`src/sv/long_reply_frame_parser_assert.svh`:
```
// assertion macros shared by the frame parser rtl
`ifndef LONG_REPLY_FRAME_PARSER_ASSERT_SVH
`define LONG_REPLY_FRAME_PARSER_ASSERT_SVH

// same-cycle implication, checked at every rising edge outside reset
`define LRFP_ASSERT_NOW(lbl, ante, cons) \
  lbl: assert property (@(posedge clk) disable iff (rst) (ante) |-> (cons)) \
    else $error("frame parser check failed");

// next-cycle implication
`define LRFP_ASSERT_NEXT(lbl, ante, cons) \
  lbl: assert property (@(posedge clk) disable iff (rst) (ante) |=> (cons)) \
    else $error("frame parser check failed");

`endif

```
`src/sv/lrfp_pkg.sv`:
```
// package: shared types and constants of the long reply frame parser
`timescale 1ns / 1ps
`default_nettype none

package lrfp_pkg;

  localparam int unsigned BUFFER_BYTES_DEF = 64;
  localparam int unsigned FRAME_BYTES      = 16;
  // window offset 0 leaves the window on every shift and is never read
  localparam int unsigned CELLS            = FRAME_BYTES - 1;
  localparam int unsigned CFG_IDX_W        = 1;

  localparam logic [7:0] FRAME_MARK = 8'hFE;

  typedef logic [7:0]  byte_t;
  typedef logic [15:0] word_t;

  typedef enum logic [1:0] {
    ST_OK       = 2'd0,
    ST_NO_FRAME = 2'd1,
    ST_BAD_SUM  = 2'd2,
    ST_NO_REPLY = 2'd3
  } status_t;

  typedef enum logic [CFG_IDX_W-1:0] {
    REG_DEVICE_ADDRESS   = 1'd0,
    REG_EXPECTED_COMMAND = 1'd1
  } cfg_reg_t;

  // controls from the top level to every window cell
  typedef struct packed {
    logic shift;
    logic clear;
  } cell_ctrl_t;

endpackage

`default_nettype wire

```
`src/sv/lrfp_rx_if.sv`:
```
// interface: received byte channel
`timescale 1ns / 1ps
`default_nettype none

interface lrfp_rx_if;
  import lrfp_pkg::*;

  logic  valid;
  logic  ready;
  byte_t rx_byte;
  logic  end_of_buffer;

  modport source (output valid, output rx_byte, output end_of_buffer, input ready);
  modport sink   (input valid, input rx_byte, input end_of_buffer, output ready);
endinterface

`default_nettype wire

```
`src/sv/lrfp_result_if.sv`:
```
// interface: parse result channel
`timescale 1ns / 1ps
`default_nettype none

interface lrfp_result_if;
  import lrfp_pkg::*;

  logic       valid;
  logic       ready;
  logic [1:0] status;
  logic [1:0] mode;
  byte_t      flags_byte;
  byte_t      aux_byte;
  word_t      min_value;
  word_t      max_value;
  word_t      present_value;

  modport source (output valid, output status, output mode, output flags_byte,
                  output aux_byte, output min_value, output max_value,
                  output present_value, input ready);
  modport sink   (input valid, input status, input mode, input flags_byte,
                  input aux_byte, input min_value, input max_value,
                  input present_value, output ready);
endinterface

`default_nettype wire

```
`src/sv/lrfp_cfg_if.sv`:
```
// interface: configuration register write channel
`timescale 1ns / 1ps
`default_nettype none

interface lrfp_cfg_if;
  import lrfp_pkg::*;

  logic                 valid;
  logic                 ready;
  logic [CFG_IDX_W-1:0] index;
  byte_t                data;

  modport source (output valid, output index, output data, input ready);
  modport sink   (input valid, input index, input data, output ready);
endinterface

`default_nettype wire

```
`src/sv/lrfp_cell.sv`:
```
// module: one byte cell of the sliding window chain
`timescale 1ns / 1ps
`default_nettype none

module lrfp_cell (
  input  wire logic               clk,
  input  wire logic               rst,
  input  wire lrfp_pkg::cell_ctrl_t ctrl,
  input  wire lrfp_pkg::byte_t    d,
  output lrfp_pkg::byte_t         q
);
  import lrfp_pkg::*;

  byte_t data;

  always_ff @(posedge clk) begin
    if (rst || ctrl.clear) begin
      data <= '0;
    end else if (ctrl.shift) begin
      data <= d;
    end
  end

  assign q = data;
endmodule

`default_nettype wire

```
`src/sv/long_reply_frame_parser.sv`:
```
// top level: long reply frame parser with a chain of window cells
//
// usage
// - rx: one buffer byte per transfer; end_of_buffer marks the last byte,
//   which is the reply-present marker and is not entered into the window
// - result: exactly one transfer per buffer, carrying the outcome of the
//   first in-range window starting with 0xfe, the address and the command
// - cfg: device_address (index 0) and expected_command (index 1), written
//   while the block is idle; always ready
// - throughput: one byte per cycle; each byte is checked in the cycle it
//   is accepted, against a running window sum kept next to the cell chain
// - latency: the result is valid in the cycle after the end byte transfer
// - a result that is not taken holds the output register and drops rx
//   ready; non-end bytes flow whenever the output register is free
// - reset clears the window, position, decision and output valid and sets
//   device_address to 1 and expected_command to 0; after each end byte the
//   buffer state returns to its reset value, registers are kept
`timescale 1ns / 1ps
`default_nettype none
`include "long_reply_frame_parser_assert.svh"

module long_reply_frame_parser #(
  parameter int unsigned BUFFER_BYTES = lrfp_pkg::BUFFER_BYTES_DEF
) (
  input wire logic    clk,
  input wire logic    rst,
  lrfp_rx_if.sink     rx,
  lrfp_result_if.source result,
  lrfp_cfg_if.sink    cfg
);
  import lrfp_pkg::*;

  // position counts up to and saturates at BUFFER_BYTES
  localparam int unsigned POS_W = $clog2(BUFFER_BYTES + 1);

  // configuration registers
  byte_t device_address;
  byte_t expected_command;

  assign cfg.ready = 1'b1;

  always_ff @(posedge clk) begin
    if (rst) begin
      device_address   <= 8'd1;
      expected_command <= 8'd0;
    end else if (cfg.valid && cfg.ready) begin
      case (cfg.index)
        REG_DEVICE_ADDRESS:   device_address   <= cfg.data;
        REG_EXPECTED_COMMAND: expected_command <= cfg.data;
        default: ;
      endcase
    end
  end

  // handshake
  logic rx_take;
  logic take_byte;
  logic take_end;

  assign rx.ready  = !result.valid || result.ready;
  assign rx_take   = rx.valid && rx.ready;
  assign take_byte = rx_take && !rx.end_of_buffer;
  assign take_end  = rx_take && rx.end_of_buffer;

  // window cells: cell k holds offset k+1 of the current window, which is
  // offset k of the window formed once the incoming byte is shifted in
  cell_ctrl_t ctrl;
  byte_t      cell_q [CELLS];

  assign ctrl.shift = take_byte;
  assign ctrl.clear = take_end;

  for (genvar k = 0; k < CELLS; k++) begin : g_cell
    byte_t cell_d;
    if (k == CELLS - 1) begin : g_last
      assign cell_d = rx.rx_byte;
    end else begin : g_mid
      assign cell_d = cell_q[k+1];
    end
    lrfp_cell u_cell (
      .clk  (clk),
      .rst  (rst),
      .ctrl (ctrl),
      .d    (cell_d),
      .q    (cell_q[k])
    );
  end

  // running sum of all cells, i.e. offsets 0..14 of the next window;
  // one byte leaves at the head of the chain, one enters at its tail
  byte_t win_sum;

  always_ff @(posedge clk) begin
    if (rst || take_end) begin
      win_sum <= '0;
    end else if (take_byte) begin
      win_sum <= win_sum - cell_q[0] + rx.rx_byte;
    end
  end

  // buffer position and scan decision
  logic [POS_W-1:0] pos;
  logic             decided;
  status_t          held_status;
  logic [63:0]      held_fields;
  logic             in_range;
  logic             header_hit;
  logic             sum_good;
  logic             check;

  // the window formed by this byte starts at buffer byte pos-15
  assign in_range   = (pos >= POS_W'(FRAME_BYTES)) && (pos <= POS_W'(BUFFER_BYTES - 2));
  assign header_hit = (cell_q[0] == FRAME_MARK) && (cell_q[1] == device_address) &&
                      (cell_q[2] == expected_command);
  assign sum_good   = (byte_t'(win_sum - (device_address - 8'd1)) == rx.rx_byte);
  assign check      = take_byte && !decided && in_range && header_hit;

  always_ff @(posedge clk) begin
    if (rst || take_end) begin
      pos         <= '0;
      decided     <= 1'b0;
      held_status <= ST_NO_FRAME;
    end else if (take_byte) begin
      if (pos < POS_W'(BUFFER_BYTES)) begin
        pos <= pos + POS_W'(1);
      end
      if (check) begin
        decided     <= 1'b1;
        held_status <= sum_good ? ST_OK : ST_BAD_SUM;
      end
    end
  end

  // frame offsets 7..14 of the next window, masked by status on output
  always_ff @(posedge clk) begin
    if (check && sum_good) begin
      held_fields <= {cell_q[7], cell_q[8], cell_q[9], cell_q[10],
                      cell_q[11], cell_q[12], cell_q[13], cell_q[14]};
    end
  end

  // output register
  status_t     out_status;
  logic [63:0] out_fields;

  assign out_status = (rx.rx_byte == 8'd0) ? ST_NO_REPLY : held_status;
  assign out_fields = (out_status == ST_OK) ? held_fields : 64'd0;

  always_ff @(posedge clk) begin
    if (rst) begin
      result.valid <= 1'b0;
    end else if (take_end) begin
      result.valid <= 1'b1;
    end else if (result.ready) begin
      result.valid <= 1'b0;
    end
  end

  always_ff @(posedge clk) begin
    if (take_end) begin
      result.status        <= out_status;
      result.mode          <= out_fields[57:56];
      result.flags_byte    <= out_fields[63:56];
      result.aux_byte      <= out_fields[55:48];
      result.min_value     <= out_fields[47:32];
      result.max_value     <= out_fields[31:16];
      result.present_value <= out_fields[15:0];
    end
  end

  // checks
  `LRFP_ASSERT_NEXT(a_clear_after_end, take_end, (pos == '0) && !decided && result.valid)
  `LRFP_ASSERT_NOW(a_open_status, !decided, held_status == ST_NO_FRAME)
  `LRFP_ASSERT_NOW(a_decided_status, decided,
                   (held_status == ST_OK) || (held_status == ST_BAD_SUM))
  `LRFP_ASSERT_NOW(a_stall_blocks_rx, result.valid && !result.ready, !rx.ready)
  `LRFP_ASSERT_NOW(a_pos_bound, 1'b1, pos <= POS_W'(BUFFER_BYTES))
endmodule

`default_nettype wire

```
`src/flat_wrapper.sv`:
```
// flat-port wrapper written by rule: the top's interface ports become plain ports
module long_reply_frame_parser_flat import lrfp_pkg::*;
#(
  parameter int unsigned BUFFER_BYTES = lrfp_pkg::BUFFER_BYTES_DEF
)
  (clk, rst, rx_valid, rx_rx_byte, rx_end_of_buffer, rx_ready, result_valid, result_status, result_mode, result_flags_byte, result_aux_byte, result_min_value, result_max_value, result_present_value, result_ready, cfg_valid, cfg_index, cfg_data, cfg_ready);
  lrfp_rx_if rx_i ();
  lrfp_result_if result_i ();
  lrfp_cfg_if cfg_i ();
  input wire logic clk;
  input wire logic rst;
  input wire logic [$bits(rx_i.valid)-1:0] rx_valid;
  input wire logic [$bits(rx_i.rx_byte)-1:0] rx_rx_byte;
  input wire logic [$bits(rx_i.end_of_buffer)-1:0] rx_end_of_buffer;
  output wire logic [$bits(rx_i.ready)-1:0] rx_ready;
  output wire logic [$bits(result_i.valid)-1:0] result_valid;
  output wire logic [$bits(result_i.status)-1:0] result_status;
  output wire logic [$bits(result_i.mode)-1:0] result_mode;
  output wire logic [$bits(result_i.flags_byte)-1:0] result_flags_byte;
  output wire logic [$bits(result_i.aux_byte)-1:0] result_aux_byte;
  output wire logic [$bits(result_i.min_value)-1:0] result_min_value;
  output wire logic [$bits(result_i.max_value)-1:0] result_max_value;
  output wire logic [$bits(result_i.present_value)-1:0] result_present_value;
  input wire logic [$bits(result_i.ready)-1:0] result_ready;
  input wire logic [$bits(cfg_i.valid)-1:0] cfg_valid;
  input wire logic [$bits(cfg_i.index)-1:0] cfg_index;
  input wire logic [$bits(cfg_i.data)-1:0] cfg_data;
  output wire logic [$bits(cfg_i.ready)-1:0] cfg_ready;
  assign rx_i.valid = rx_valid;
  assign rx_i.rx_byte = rx_rx_byte;
  assign rx_i.end_of_buffer = rx_end_of_buffer;
  assign rx_ready = rx_i.ready;
  assign result_valid = result_i.valid;
  assign result_status = result_i.status;
  assign result_mode = result_i.mode;
  assign result_flags_byte = result_i.flags_byte;
  assign result_aux_byte = result_i.aux_byte;
  assign result_min_value = result_i.min_value;
  assign result_max_value = result_i.max_value;
  assign result_present_value = result_i.present_value;
  assign result_i.ready = result_ready;
  assign cfg_i.valid = cfg_valid;
  assign cfg_i.index = cfg_index;
  assign cfg_i.data = cfg_data;
  assign cfg_ready = cfg_i.ready;
  long_reply_frame_parser #(.BUFFER_BYTES(BUFFER_BYTES)) u_core (.clk(clk), .rst(rst), .rx(rx_i), .result(result_i), .cfg(cfg_i));
endmodule
```
`config.mk`:
```
export PLATFORM = sky130hd
export DESIGN_NAME = long_reply_frame_parser_flat
export DESIGN_NICKNAME = d
export VERILOG_FILES = /design/src/sv/lrfp_pkg.sv /design/src/sv/lrfp_rx_if.sv /design/src/sv/lrfp_result_if.sv /design/src/sv/lrfp_cfg_if.sv /design/src/sv/lrfp_cell.sv /design/src/sv/long_reply_frame_parser.sv /design/src/flat_wrapper.sv
export VERILOG_INCLUDE_DIRS = /design/src /design/src/sv
export SDC_FILE = /design/constraint.sdc
export NUM_CORES = 1
export LEC_CHECK = 0
export BUFFER_PORTS_ARGS = -buffer_cell sky130_fd_sc_hd__buf_2
export CAP_MARGIN = 15
export CORE_ASPECT_RATIO = 0.8
export CORE_MARGIN = 8
export CORE_UTILIZATION = 46
export DETAILED_ROUTE_END_ITERATION = 10
export PLACE_DENSITY_LB_ADDON = 0.3
export SLEW_MARGIN = 20
export SYNTH_ARGS = -nofsm -noshare
export SYNTH_HDL_FRONTEND = slang
export SYNTH_SLANG_ARGS = --single-unit
```
`constraint.sdc`:
```
create_clock -name clk -period 3.7 [get_ports clk]
set_input_delay 0.37 -clock clk [delete_from_list [all_inputs] [get_ports clk]]
set_output_delay 0.37 -clock clk [all_outputs]
set_load 0.03 [all_outputs]
```
Word-level counts from Yosys, hierarchy flattened
Cells that the tools add are included.
- shifts and indexed selects: 0
- multiply operators: 0
- add/sub/neg operators: 5
- reduce and logical (&&, ||, !) cells: 22
- bitwise gates (word level): 1
- equality and inequality tests: 4
- div/mod/pow operators: 0
- muxes and demuxes: 4
- magnitude comparators: 3
- operators by type and width (operator ; count):
    $eq 8x8->1 ; 3
    $sub 8x8->8 ; 2
    $logic_and 1x1->1 ; 10
    $add 8x8->8 ; 1
    $eq 8x8->1 const B ; 1
    $logic_not 8->1 ; 1
    $reduce_and 2->1 ; 4
    $sub 8x1->8 const B ; 1
    $add 7x1->7 const B ; 1
    $ge 7x5->1 const B ; 1
    $le 7x6->1 const B ; 1
    $lt 7x7->1 const B ; 1
    $mux 2 ; 2
    $logic_not 1->1 ; 3
    $logic_not 2->1 ; 1
    $logic_or 1x1->1 ; 2
    $mux 1 ; 2
    $reduce_bool 2->1 ; 1
    $not 1->1 ; 1
- bits of input ports: 23
- logic and storage cells: 69
- memories: 0
- register bits: 285
- output and inout port bits: 71
- bits in latches: 0
- memory bits (read-only): 0
- bits in writable memories: 0

Logic depth before layout (Yosys ltp)
Gate-level depths: netlist of the first run.
- depth after elaboration: 8
- gate-level depth with buffers: 12
- mapped depth without buffers: 12

By module
Synthesis of the first run repeated with hierarchy kept, for this count alone.
- cell total of the unflattened synthesis: 914
- area, all modules: 11303.3 sq um
- modules (own cells, without submodules) (module ; times used ; seq. area each (sq um) ; area an instance (sq um) ; cells an instance):
    long_reply_frame_parser ; 1 ; 4604.4 ; 6874.1 ; 509
    lrfp_cell ; 15 ; 160.2 ; 295.3 ; 27

Least setup slack after synthesis of the first run
OpenSTA, ideal clock, no wires.
- path type: register to register
- from: reg u_core.win_sum[1]
- to: reg u_core.held_fields[0], enable pin
- data required time: 3272 ps
- clock period less this slack: 4079 ps
- path buffers: 0
- slack: -379 ps
- setup time: 428 ps
- data arrival time: 3650 ps
- cell stages (with the launch flop): 12
- cells stage by stage: dfxtp_1 inv_1 ha_1 inv_1 ha_1 fa_1 xnor2_1 xnor2_1 nor4_1 nand3_1 nor3b_1 and2_1
- longest elaborated chain between the ends: 3
- RTL lines (what ; RTL line ; RTL):
    start, declared ; long_reply_frame_parser.sv:91 ; byte_t win_sum;
    start signal, assigned ; long_reply_frame_parser.sv:97 ; win_sum <= win_sum - cell_q[0] + rx.rx_byte;
    $sub 8x8->8 ; long_reply_frame_parser.sv:115 ; assign sum_good = (byte_t'(win_sum - (device_address - 8'd1)) == rx.rx_byte);
    $eq 8x8->1 ; long_reply_frame_parser.sv:115 ;
    $logic_and 1x1->1 ; long_reply_frame_parser.sv:136 ; if (check && sum_good) begin
    end signal, assigned ; long_reply_frame_parser.sv:137 ; held_fields <= {cell_q[7], cell_q[8], cell_q[9], cell_q[10],
    end, declared ; long_reply_frame_parser.sv:105 ; logic [63:0] held_fields;
Every way passes these cells.
A chain may end at the register's enable or synchronous reset.

Final worst setup path of the first run
- from: reg u_core.win_sum[1]
- to: reg u_core.held_fields[41], enable pin
The elaborated chain is that of the path after synthesis.

==> results of run 1 <==
## layout by cell type (no fill, tap or decap), types with 4 or more instances in the layout
| cell type | n |
|---|---|
| a21oi_1 | 149 |
| nor3_1 | 9 |
| nand2_1 | 150 |
| o21ai_0 | 8 |
| buf_2 | 91 |
| clkbuf_1 | 12 |
| xnor2_1 | 12 |
| and2_1 | 65 |
| clkbuf_16 | 28 |
| ha_1 | 23 |
| buf_4 | 8 |
| edfxtp_1 | 130 |
| xor2_1 | 28 |
| fa_1 | 8 |
| nor2_1 | 23 |
| inv_1 | 39 |
| nand3b_1 | 116 |
| nand3_1 | 14 |
| dfxtp_1 | 155 |
| buf_12 | 4 |
| nor4_1 | 9 |
## sequential cells by signal, summed over array words and instances, names as in the netlist
name	cells
u_core.result.min_value	16
u_core.held_fields	64
u_core.decided	1
u_core.result.aux_byte	8
u_core.device_address	8
u_core.result.valid	1
u_core.result.max_value	16
u_core.win_sum	8
u_core.pos	7
u_core.result.status	2
u_core.g_cell.u_cell.q	120
u_core.held_status	2
u_core.result.mode	2
u_core.result.present_value	16
u_core.result.flags_byte	6
u_core.expected_command	8
## worst paths after layout
path	to	slack [ns]	from	cells past startpoint
min reg2reg	u_core.g_cell[6].u_cell.q[3]	0.45	u_core.g_cell[6].u_cell.q[3]	2
min	u_core.device_address[0]	0.08	cfg_data[0]	2
max	u_core.held_fields[41]	0.37	u_core.win_sum[1]	12
max reg2reg	u_core.held_fields[41]	0.37	u_core.win_sum[1]	12
## report_power, final
group	switching, mW	leakage, nW	internal [mW]
clock network	1.14	0.422	1.54
registers	0.0246	2.45	3.32
logic	0.336	1.78	0.185
## stage by stage
| step | hold slack, ns | cell area (µm²) |
|---|---|---|
| final | 0.0843 | 13000 |
| after global routing | 0.0779 | 13000 |
| after CTS | 0.0540 | 13000 |
| after detailed placement | 0.442 | 12100 |
| after global placement | 0.440 | 12100 |
| after floorplan | 0.430 | 11400 |
## layer usage
layer | wire (µm) | track usage | up-vias
met5 | 0 | 0 | -
met4 | 371 | 0.0356 | 0
met3 | 1180 | 0.0272 | 28
met2 | 9840 | 0.224 | 130
met1 | 11400 | 0.217 | 3533
li1 | - | - | 3706
## layout make-up
| type | count | share of cell area |
|---|---|---|
| clock inverter | 6 | 0.00597 |
| sequential | 285 | 0.539 |
| clock buffer | 44 | 0.0611 |
| inverter | 40 | 0.0115 |
| timing repair buffer | 103 | 0.0458 |
| tap | 318 | 0.0306 |
| multi-input combinational | 652 | 0.306 |
## cell usage after synthesis (2+ instances only)
master and instances:
nand4_1 3, nand2_1 150, xnor2_1 12, nand3b_1 116, a21o_1 3, o32ai_1 2, o21ai_0 8, a22oi_1 2
inv_1 40, nand3_1 14, buf_2 6, and2_1 67, buf_1 7, fa_1 8, clkbuf_1 53, dfxtp_1 155
nor2b_1 3, edfxtp_1 130, buf_4 3, nor4_1 9, xor2_1 28, buf_6 2, o211ai_1 2, or3_1 2
nor2_1 24, nand2b_1 3, ha_1 23, a21oi_1 149, nor3_1 9
## kinds of logic (layout without fill, tap and decap cells)
| family | count (synthesis) | count (layout) | synth area share |
|---|---|---|---|
| other cells | 1 | 1 | 0.000328 |
| fa+ha+maj | 31 | 31 | 0.0392 |
| flops | 285 | 285 | 0.613 |
| buf+inv | 111 | 193 | 0.0394 |
| compound gates | 170 | 170 | 0.0775 |
| xor+xnor | 40 | 40 | 0.0307 |
| simple gates | 410 | 410 | 0.200 |
## worst max-delay path, cell delays in order, from the launching register on
cell and delay [ns]:
dfxtp_1 0.34, inv_1 0.07, ha_1 0.27, inv_1 0.04, ha_1 0.21, fa_1 0.41
xnor2_1 0.15, xnor2_1 0.12, nor4_1 0.33, nand3_1 0.12, nor3b_1 0.28, and2_2 0.43
buf_12 0.25
==> summary.md, run 1 <==
| Metric | Value |
|---|---|
| Element type at the critical path start | `flip-flop` |
| Final WL | `22.8 mm` |
| Post-synth EDFFs | `130` |
| Seq/Total Area, Yosys | `0.613` |
| Wirelength per Cell | `15.8 µm` |
| Pwr dens | `503 nW/µm²` |
| Vias in the first global route | `7070` |
| I/O Pins | `94` |
| Filler Cell Count | `2173` |
| Slew headroom | `0.478` |
| DR iter-0 viols | `433` |
| Synth-to-Final Area Change | `13.8%` |
| Clock tree from TritonCTS | `yes` |
| Post-synth top area cell | `edfxtp_1` |
| Dpl ws | `0.375 ns` |
| Setup ws final | `0.370 ns` |
| Non-Filler Instances | `1448` |
| Placer congestion estimate | `0.804` |
| Worst-Skew Late Latency | `0.55 ns` |
| Crit path max fanout | `30` |
| Largest net degree at the start of global routing | `77` |
| RSZ-0062 raised after global routing | `no` |
| Final hold vios | `0` |
| Synth Net Count | `1102` |
| Status | `complete, no violations` |
| Clock Skews | `0.0175 ns` |
| Longest Clk Path Bufs | `3` |
| Worst VDD drop | `0.000335 V` |
| Yosys reg bits | `285` |
| Tot Pwr | `6.55 mW` |
| Max Clk Rate | `300 MHz` |
| Mean Syn Cell Area | `10.9 µm²` |
| Main synth FF type | `dfxtp_1` |
| Yosys top cell area share | `0.342` |
| Placed cells | `1397` |
| Global-route wire length before repair | `36.8 mm` |
| FF/Latch Area | `7010 µm²` |
| Worst Path Arrival | `3.58 ns` |
| Die height | `157 µm` |
| # DRC | `0` |
| Static leakage | `4.66 nW` |
| Mapped Cells | `1048` |
| Asr flop ratio synth | `0` |
| Crit path required time | `3.95 ns` |
| Setup violation total in the final timing report | `0` |
| Hold Path Class | `primary input to flip-flop` |
| Post-DRT Antenna Nets | `0` |
| Clock transition at path regs | `0.06 ns` |
| GRT Total Usage | `0.148` |
| Slew Viols, Final | `0` |
| Root buf cell | `clkbuf_16` |
| Die area | `30200 µm²` |
| Crit path kind | `flip-flop to flip-flop` |
| Number of hold buffers added after CTS | `0` |
| TNS Setup | `0 ns` |
| Initial core utilization | `0.469` |
| Post-route minimum period | `3.33 ns` |
| Crit end category | `flip-flop` |
| Max_cap viols | `0` |
| Synthesized cell area | `11400 µm²` |
| Nets | `1164` |
| Initial antenna violation count | `0` |
| Cts repair resizes | `0` |
| Share of cells above drive strength 1 | `0.132` |
| Die W | `192 µm` |
| H-Tree Depth | `1` |
| Crit share post-route | `0.900` |
| Multi-input gate area | `3980 µm²` |
| Worst slew pin tran | `0.782 ns` |
| Vias per cell | `5.11` |
| Grt ovf | `0` |
| Post-CTS Setup Repair Bufs | `0` |
| Warnings, synthesis | `0` |
| Pre-Repair DR Iteration Count | `4` |
| Final Util | `0.533` |
| TritonCTS buffer count | `28` |
| Top cells by area, synth | `edfxtp_1 (34%), dfxtp_1 (27%), nand3b_1 (7.6%), a21oi_1 (6.5%), nand2_1 (4.9%)` |
| Via count | `7397` |
| Port Buffers | `92` |
| Core area | `24400 µm²` |
| Clock sinks | `285` |
| Netlist cell types | `44` |
| ANT cells | `0` |
| Num rows | `51` |
| Detailed Place HPWL | `14.7 mm` |
Note: power is estimated with default switching activity, not from simulation.
==> run 2: changes to the inputs <==
--- a/config.mk
+++ b/config.mk
@@ -6,6 +6,7 @@
 export SDC_FILE = /design/constraint.sdc
 export NUM_CORES = 1
 export LEC_CHECK = 0
+export ABC_CLOCK_PERIOD_IN_PS = 3700
 export BUFFER_PORTS_ARGS = -buffer_cell sky130_fd_sc_hd__buf_2
 export CAP_MARGIN = 15
 export CORE_ASPECT_RATIO = 0.8
==> constraint.sdc (replaced) <==
create_clock -name clk -period 3.7 [get_ports clk]
set_input_delay 0.555 -clock clk [delete_from_list [all_inputs] [get_ports clk]]
set_output_delay 0.555 -clock clk [all_outputs]
set_load 0.03 [all_outputs]
==> run 2 against run 1 <==
Cell count hardly changed. Register-to-register slack improved by 0.07 ns. Worst setup slack better by 0.070 ns. Hold slack better by 0.18 ns. Combinational power about the same. Utilization down 0.056 points. Clock skew shrank 0.0068 ns. Design area down 0.11%. Total power rose by 0.41%. Critical path type unchanged. Largest power group unchanged.
==> summary.md, run 2 (synthesis gave the netlist of run 1 again) <==
| Metric | Value |
|---|---|
| Crit end category | `flip-flop` |
| Placer congestion estimate | `0.850 (+5.8%)` |
| Initial antenna violation count | `0 (unchanged)` |
| Reg2reg setup slack | `0.44 ns (+0.07 ns)` |
| Static leakage | `4.66 nW (about the same)` |
| Vias in the first global route | `7156 (+1.2%)` |
| Slew Viols, Final | `0 (unchanged)` |
| Reg2reg path depth | `12 (unchanged)` |
| Hold-critical path depth | `2 (unchanged)` |
| Slew headroom | `0.406 (-0.0722)` |
| Die area | `30200 µm² (unchanged)` |
| Max Clk Rate | `307 MHz (+2.2%)` |
| Worst slew pin tran | `0.891 ns (+0.108 ns)` |
| Clock transition at path regs | `0.07 ns (about the same)` |
| Vias per cell | `5.18 (+1.5%)` |
| Commonest non-fill, non-tap cell in the layout | `dfxtp_1` |
| GR Util met2 | `0.227 (+0.00335)` |
| Synth-to-Final Area Change | `13.7%` |
| Core area | `24400 µm² (unchanged)` |
| Clock tree from TritonCTS | `yes` |
| TNS Setup | `0 ns (unchanged)` |
| Final hold vios | `0 (unchanged)` |
| Clock sinks | `285 (unchanged)` |
| Element type at the critical path start | `flip-flop` |
| Hold slack | `0.261 ns (+0.176 ns)` |
| Number of hold buffers added after CTS | `0 (unchanged)` |
| Post-CTS Setup Repair Bufs | `0 (unchanged)` |
| Pwr dens | `506 nW/µm² (+0.51%)` |
| Grt ovf | `0 (unchanged)` |
| Setup violation total in the final timing report | `0 (unchanged)` |
| Final Util | `0.533 (-0.000564)` |
| Max_cap viols | `0 (unchanged)` |
| H-Tree Depth | `1 (unchanged)` |
| Final WL | `22.9 mm (+0.35%)` |
| Nets | `1162 (-0.17%)` |
| Root buf cell | `clkbuf_16` |
| Initial core utilization | `0.469 (unchanged)` |
| Placed cells | `1396 (-0.072%)` |
| DR iter-0 viols | `444 (+2.5%)` |
| Routing usage on met1 | `0.216 (-0.000725)` |
| Detailed Place HPWL | `14.6 mm (-0.66%)` |
| Hold Path Class | `primary input to flip-flop` |
| Placed cell areas | `12100 µm² (-0.17%)` |
| Worst Path Arrival | `3.46 ns (-0.12 ns)` |
| Num rows | `51 (unchanged)` |
| Post-route cell area | `13000 µm² (-0.11%)` |
| Post-DRT Antenna Nets | `0 (unchanged)` |
| ANT cells | `0 (unchanged)` |
| Global-route wire length before repair | `37.1 mm (+1.0%)` |
| I/O Pins | `94 (unchanged)` |
| Non-Filler Instances | `1447 (-0.069%)` |
| Max reg flops | `120 (unchanged)` |
| Crit path kind | `flip-flop to flip-flop` |
| Met3 usage | `0.0276 (+0.000442)` |
| Post-route minimum period | `3.26 ns (-0.0704 ns)` |
| Status | `complete, no violations` |
| Largest net degree at the start of global routing | `86 (+12%)` |
| RSZ-0062 raised after global routing | `no` |
| Die height | `157 µm (unchanged)` |
| TritonCTS buffer count | `27 (-3.6%)` |
| Worst VDD drop | `0.000369 V (+10%)` |
| Hold Startpoint | `cfg_data[0]` |
| Clock Skews | `0.0107 ns (-0.00680 ns)` |
| Reg2reg end | `u_core.held_fields[51]` |
| Grt peak-use layer | `met2` |
| Cts repair resizes | `0 (unchanged)` |
| Die W | `192 µm (unchanged)` |
| Share of cells above drive strength 1 | `0.136 (+0.00366)` |
| Pre-Repair DR Iteration Count | `5 (+1)` |
| # DRC | `0 (unchanged)` |
| Most frequent cells in the layout | `dfxtp_1 (155), nand2_1 (150), a21oi_1 (149), edfxtp_1 (130), nand3b_1 (116)` |
| Crit path required time | `3.90 ns (-0.05 ns)` |
| Longest Clk Path Bufs | `3 (unchanged)` |
| Worst-Skew Late Latency | `0.54 ns (about the same)` |
| GRT Total Usage | `0.149 (+0.000693)` |
| Crit share post-route | `0.881 (-0.0190)` |
| Via count | `7502 (+1.4%)` |
| RR Startpoint | `u_core.win_sum[1]` |
| Port Buffers | `92 (unchanged)` |
| Crit path max fanout | `64 (+110%)` |
| Wirelength per Cell | `15.8 µm (+0.42%)` |
| Hold Path Sink | `u_core.device_address[0]` |
run 2: final cells by class:
type	count	area [µm²]
Fill cell	2190	11400
Clock inverter	13	114
Clock buffer	37	764
Multi-Input combinational cell	652	3980
Timing Repair Buffer	102	576
Tap cell	318	398
Inverter	40	150
Sequential cell	285	7010
run 2: power breakdown:
group	switching, mW	internal (mW)	leakage (nW)
Sequential	0.0249	3.32	2.45
Combinational	0.338	0.185	1.78
Clock	1.17	1.53	0.433
run 2: worst max-delay path: stages (launching register included):
cell	delay [ns]
dfxtp_1	0.33
inv_1	0.07
ha_1	0.27
inv_1	0.04
ha_1	0.21
fa_1	0.42
xnor2_1	0.16
xnor2_1	0.13
nor4_1	0.35
nand3_1	0.12
nor3b_1	0.26
and2_2	0.21
buf_12	0.28
run 2: how the worst max path moves through the flow:
stage                            from                      to  slack (ns)  depth (start not counted)
finish              u_core.win_sum[1]  u_core.held_fields[51]        0.44                         12
global route        u_core.win_sum[1]  u_core.held_fields[54]        0.26                         12
CTS                 u_core.win_sum[1]  u_core.held_fields[54]        0.46                         12
detailed placement  u_core.win_sum[1]  u_core.held_fields[61]        0.48                         12
global placement    u_core.win_sum[1]  u_core.held_fields[58]        0.53                         12
floorplan           u_core.win_sum[1]   u_core.held_fields[0]        0.31                         11
run 2: metrics by stage:
step                setup WS, ns  total power, mW
floorplan                  0.306             3.81
global placement           0.531             3.93
detailed placement         0.483             3.94
CTS                        0.463             6.64
global route               0.257             6.83
finish                     0.440             6.57
run 2: layer usage:
layer / vias up / share of wire
li1: 3715 / -
met5: - / 0
met2: 170 / 0.43
met4: 0 / 0.017
met1: 3586 / 0.50
met3: 31 / 0.054
==> run 3: changes to the inputs <==
--- a/config.mk
+++ b/config.mk
@@ -6,12 +6,13 @@
 export SDC_FILE = /design/constraint.sdc
 export NUM_CORES = 1
 export LEC_CHECK = 0
+export ABC_AREA = 1
 export ABC_CLOCK_PERIOD_IN_PS = 3700
 export BUFFER_PORTS_ARGS = -buffer_cell sky130_fd_sc_hd__buf_2
 export CAP_MARGIN = 15
 export CORE_ASPECT_RATIO = 0.8
 export CORE_MARGIN = 8
-export CORE_UTILIZATION = 46
+export CORE_UTILIZATION = 35
 export DETAILED_ROUTE_END_ITERATION = 10
 export PLACE_DENSITY_LB_ADDON = 0.3
 export SLEW_MARGIN = 20
==> run 3 against run 2 <==
Hold slack better by 0.0028 ns. Sequential share of layout area is 1.0 points lower. Register-to-register slack better by 0.32 ns. Via count is 4.4% higher. Clock power is 12% higher. Sequential power hardly changed. Largest cell class unchanged. Flip-flop and latch count stayed put. Design area is 1.9% higher.
==> summary.md, run 3 <==
| Metric | Value |
|---|---|
| Number of hold buffers added after CTS | `0 (unchanged)` |
| Placed cell areas | `12200 µm² (+1.3%)` |
| RSZ-0062 raised after global routing | `no` |
| Element type at the critical path start | `flip-flop` |
| Clock Skews | `0.0135 ns (+0.00275 ns)` |
| Worst slew pin tran | `0.944 ns (+0.0532 ns)` |
| Max_cap viols | `0 (unchanged)` |
| Top cells by area, synth | `edfxtp_1 (34%), dfxtp_1 (27%), nand2_1 (10%), a21oi_1 (6.8%), inv_1 (4.8%)` |
| Main synth FF type | `dfxtp_1` |
| Synthesized cell area | `11400 µm² (-0.23%)` |
| Nets | `1348 (+16%)` |
| Die W | `218 µm (+13%)` |
| Crit path kind | `flip-flop to flip-flop` |
| Internal | `5.34 mW (+6.0%)` |
| Most common cell in the netlist | `nand2_1` |
| Pre-Repair DR Iteration Count | `5 (unchanged)` |
| Die area | `38600 µm² (+28%)` |
| Detailed Place HPWL | `16.2 mm (+11%)` |
| GRT Total Usage | `0.122 (-0.0271)` |
| Seq pwr share | `0.481 (-0.028)` |
| Placer congestion estimate | `0.824 (-3.1%)` |
| Synth-to-Final Area Change | `16.1%` |
| Global-route wire length before repair | `39.1 mm (+5.2%)` |
| Port Buffers | `92 (unchanged)` |
| TNS Setup | `0 ns (unchanged)` |
| Max reg flops | `120 (unchanged)` |
| Die height | `177 µm (+13%)` |
| Max Clk Rate | `340 MHz (+11%)` |
| Initial core utilization | `0.353 (-0.116)` |
| TritonCTS buffer count | `29 (+7.4%)` |
| Hold Startpoint | `cfg_data[0]` |
| Initial antenna violation count | `0 (unchanged)` |
| Crit share post-route | `0.794 (-0.0872)` |
| Warnings, synthesis | `0 (unchanged)` |
| Clock sinks | `285 (unchanged)` |
| Core area | `32300 µm² (+33%)` |
| Netlist cell types | `37 (-16%)` |
| Final WL | `24.0 mm (+4.7%)` |
| Worst VDD drop | `0.000311 V (-16%)` |
| Post-synth EDFFs | `130 (unchanged)` |
| DR iter-0 viols | `608 (+37%)` |
| Crit end category | `flip-flop` |
| Mapped Cells | `1214 (+16%)` |
| Share of cells above drive strength 1 | `0.135 (-0.000363)` |
| Grt ovf | `0 (unchanged)` |
| Worst-Skew Late Latency | `0.55 ns (about the same)` |
| H-Tree Depth | `1 (unchanged)` |
| Hold-critical path depth | `3 (+1)` |
| Sw power | `1.65 mW (+7.9%)` |
| Clock transition at path regs | `0.06 ns (about the same)` |
| Post-synth top area cell | `edfxtp_1` |
| Yosys reg bits | `285 (unchanged)` |
| Hold slack | `0.263 ns (+0.00282 ns)` |
| ANT cells | `0 (unchanged)` |
| Status | `complete, no violations` |
| Pwr dens | `528 nW/µm² (+4.4%)` |
| I/O Pins | `94 (unchanged)` |
| Post-CTS Setup Repair Bufs | `0 (unchanged)` |
| Via count | `7833 (+4.4%)` |
| # DRC | `0 (unchanged)` |
| Seq/Total Area, Yosys | `0.615 (+0.00141)` |
| Num rows | `59 (+16%)` |
| Slew Viols, Final | `0 (unchanged)` |
| Largest net degree at the start of global routing | `93 (+8.1%)` |
| Final hold vios | `0 (unchanged)` |
| Wirelength per Cell | `13.8 µm (-13%)` |
| Worst Path Arrival | `3.15 ns (-0.31 ns)` |
| Clock power share | `0.432 (+0.021)` |
| Reg2reg end | `u_core.held_fields[49]` |
| Yosys top cell area share | `0.342 (+0.000787)` |
| Hold Path Class | `primary input to flip-flop` |
| Gate power share | `0.086 (+0.006)` |
| Longest Clk Path Bufs | `3 (unchanged)` |
| Clock tree from TritonCTS | `yes` |
| Cts repair resizes | `0 (unchanged)` |
| Crit path max fanout | `64 (unchanged)` |
| Vias in the first global route | `7582 (+6.0%)` |
| Tot Pwr | `7.00 mW (+6.4%)` |
| Post-route cell area | `13200 µm² (+1.9%)` |
| Post-synth top cells | `nand2_1 (315), a21oi_1 (156), dfxtp_1 (155), inv_1 (147), edfxtp_1 (130)` |
| Post-route minimum period | `2.94 ns (-0.323 ns)` |
| RR Startpoint | `u_core.win_sum[1]` |
| Net Sw Frac | `0.237 (+0.00319)` |
| Most frequent cells in the layout | `nand2_1 (314), a21oi_1 (156), dfxtp_1 (154), inv_1 (145), edfxtp_1 (130)` |
| Crit path required time | `3.91 ns (about the same)` |
| Asr flop ratio synth | `0 (unchanged)` |
| Commonest non-fill, non-tap cell in the layout | `nand2_1` |
| Setup violation total in the final timing report | `0 (unchanged)` |
| Root buf cell | `clkbuf_16` |
| Hold Path Sink | `u_core.device_address[0]` |
| Reg2reg path depth | `13 (+1)` |
| Static leakage | `5.25 nW (+13%)` |
| Post-DRT Antenna Nets | `0 (unchanged)` |
| Synth Net Count | `1268 (+15%)` |
| Vias per cell | `4.49 (-13%)` |
| Reg2reg setup slack | `0.76 ns (+0.32 ns)` |
| Mean Syn Cell Area | `9.39 µm² (-14%)` |
| Slew headroom | `0.371 (-0.0355)` |
==> run 3: changes by cell type after synthesis, moves of 16 or more <==
cell	before	now
o21ai_0	8	27
clkbuf_1	53	14
nor2_1	24	98
and2_1	67	0
nand3b_1	116	2
o21ai_1	0	18
inv_1	40	147
nand2_1	150	315
buf_4	3	19
xor2_1	28	6
==> run 3: through the flow <==
step,util,std cells,setup slack (ns)
6_report,0.409,1744,0.763
5_1_grt,0.409,1744,0.552
4_1_cts,0.409,1744,0.737
3_5_place_dp,0.379,1690,0.739
3_3_place_gp,0.379,1690,0.781
2_1_floorplan,-,1214,-0.181
==> run 3: worst max-delay path by stage <==
stage | slack (ns) | to | start | depth (start not counted)
2_1_floorplan | -0.18 | u_core.held_fields[0] | u_core.win_sum[1] | 12
3_3_place_gp | 0.78 | u_core.held_fields[57] | u_core.win_sum[1] | 13
3_5_place_dp | 0.74 | u_core.held_fields[43] | u_core.win_sum[1] | 13
4_1_cts | 0.74 | u_core.held_fields[8] | u_core.win_sum[1] | 13
5_1_grt | 0.55 | u_core.held_fields[48] | u_core.win_sum[1] | 14
6_report | 0.76 | u_core.held_fields[49] | u_core.win_sum[1] | 13
==> run 3: layer usage <==
metal,GRT usage,part of all wire
met2,0.184,0.41
met3,0.0240,0.057
met5,0,0
met4,0.0279,0.017
met1,0.177,0.51
==> run 3: cell families after synthesis <==
logic type | synth area share
DFF | 0.615
adders and majority gates | 0.0393
AOI/OAI and AO/OA | 0.0922
other | 0.000329
and+or+nand+nor | 0.160
xor gates and xnor gates | 0.0137
buffers and inverters | 0.0796
==> run 3: power groups by stage <==
stage / combinational [mW] / clock (mW) / sequential [mW]
floorplan: 0.412 / 0 / 3.48
global placement: 0.602 / 0 / 3.44
detailed placement: 0.604 / 0 / 3.44
CTS: 0.607 / 3.11 / 3.37
global route: 0.682 / 3.23 / 3.37
finish: 0.602 / 3.02 / 3.37
==> run 3: critical path, cell delays in order (launching register included) <==
cell and delay (ns):
dfxtp_2 0.33, inv_2 0.05, ha_4 0.25, inv_2 0.04, ha_4 0.16, fa_2 0.53, xnor2_1 0.11, nand3_1 0.10
nor2_1 0.16, nand2_1 0.07, inv_1 0.05, nand4_1 0.13, nor3_4 0.24, buf_12 0.32
==> run 3: cell type report <==
cell class                      instances  area (µm²)
Fill cell                            3254       19100
Sequential cell                       285        7010
Multi-Input combinational cell        716        3550
Clock buffer                           35         758
Inverter                              159         598
Timing Repair Buffer                  103         556
Tap cell                              427         534
Clock inverter                         19         236
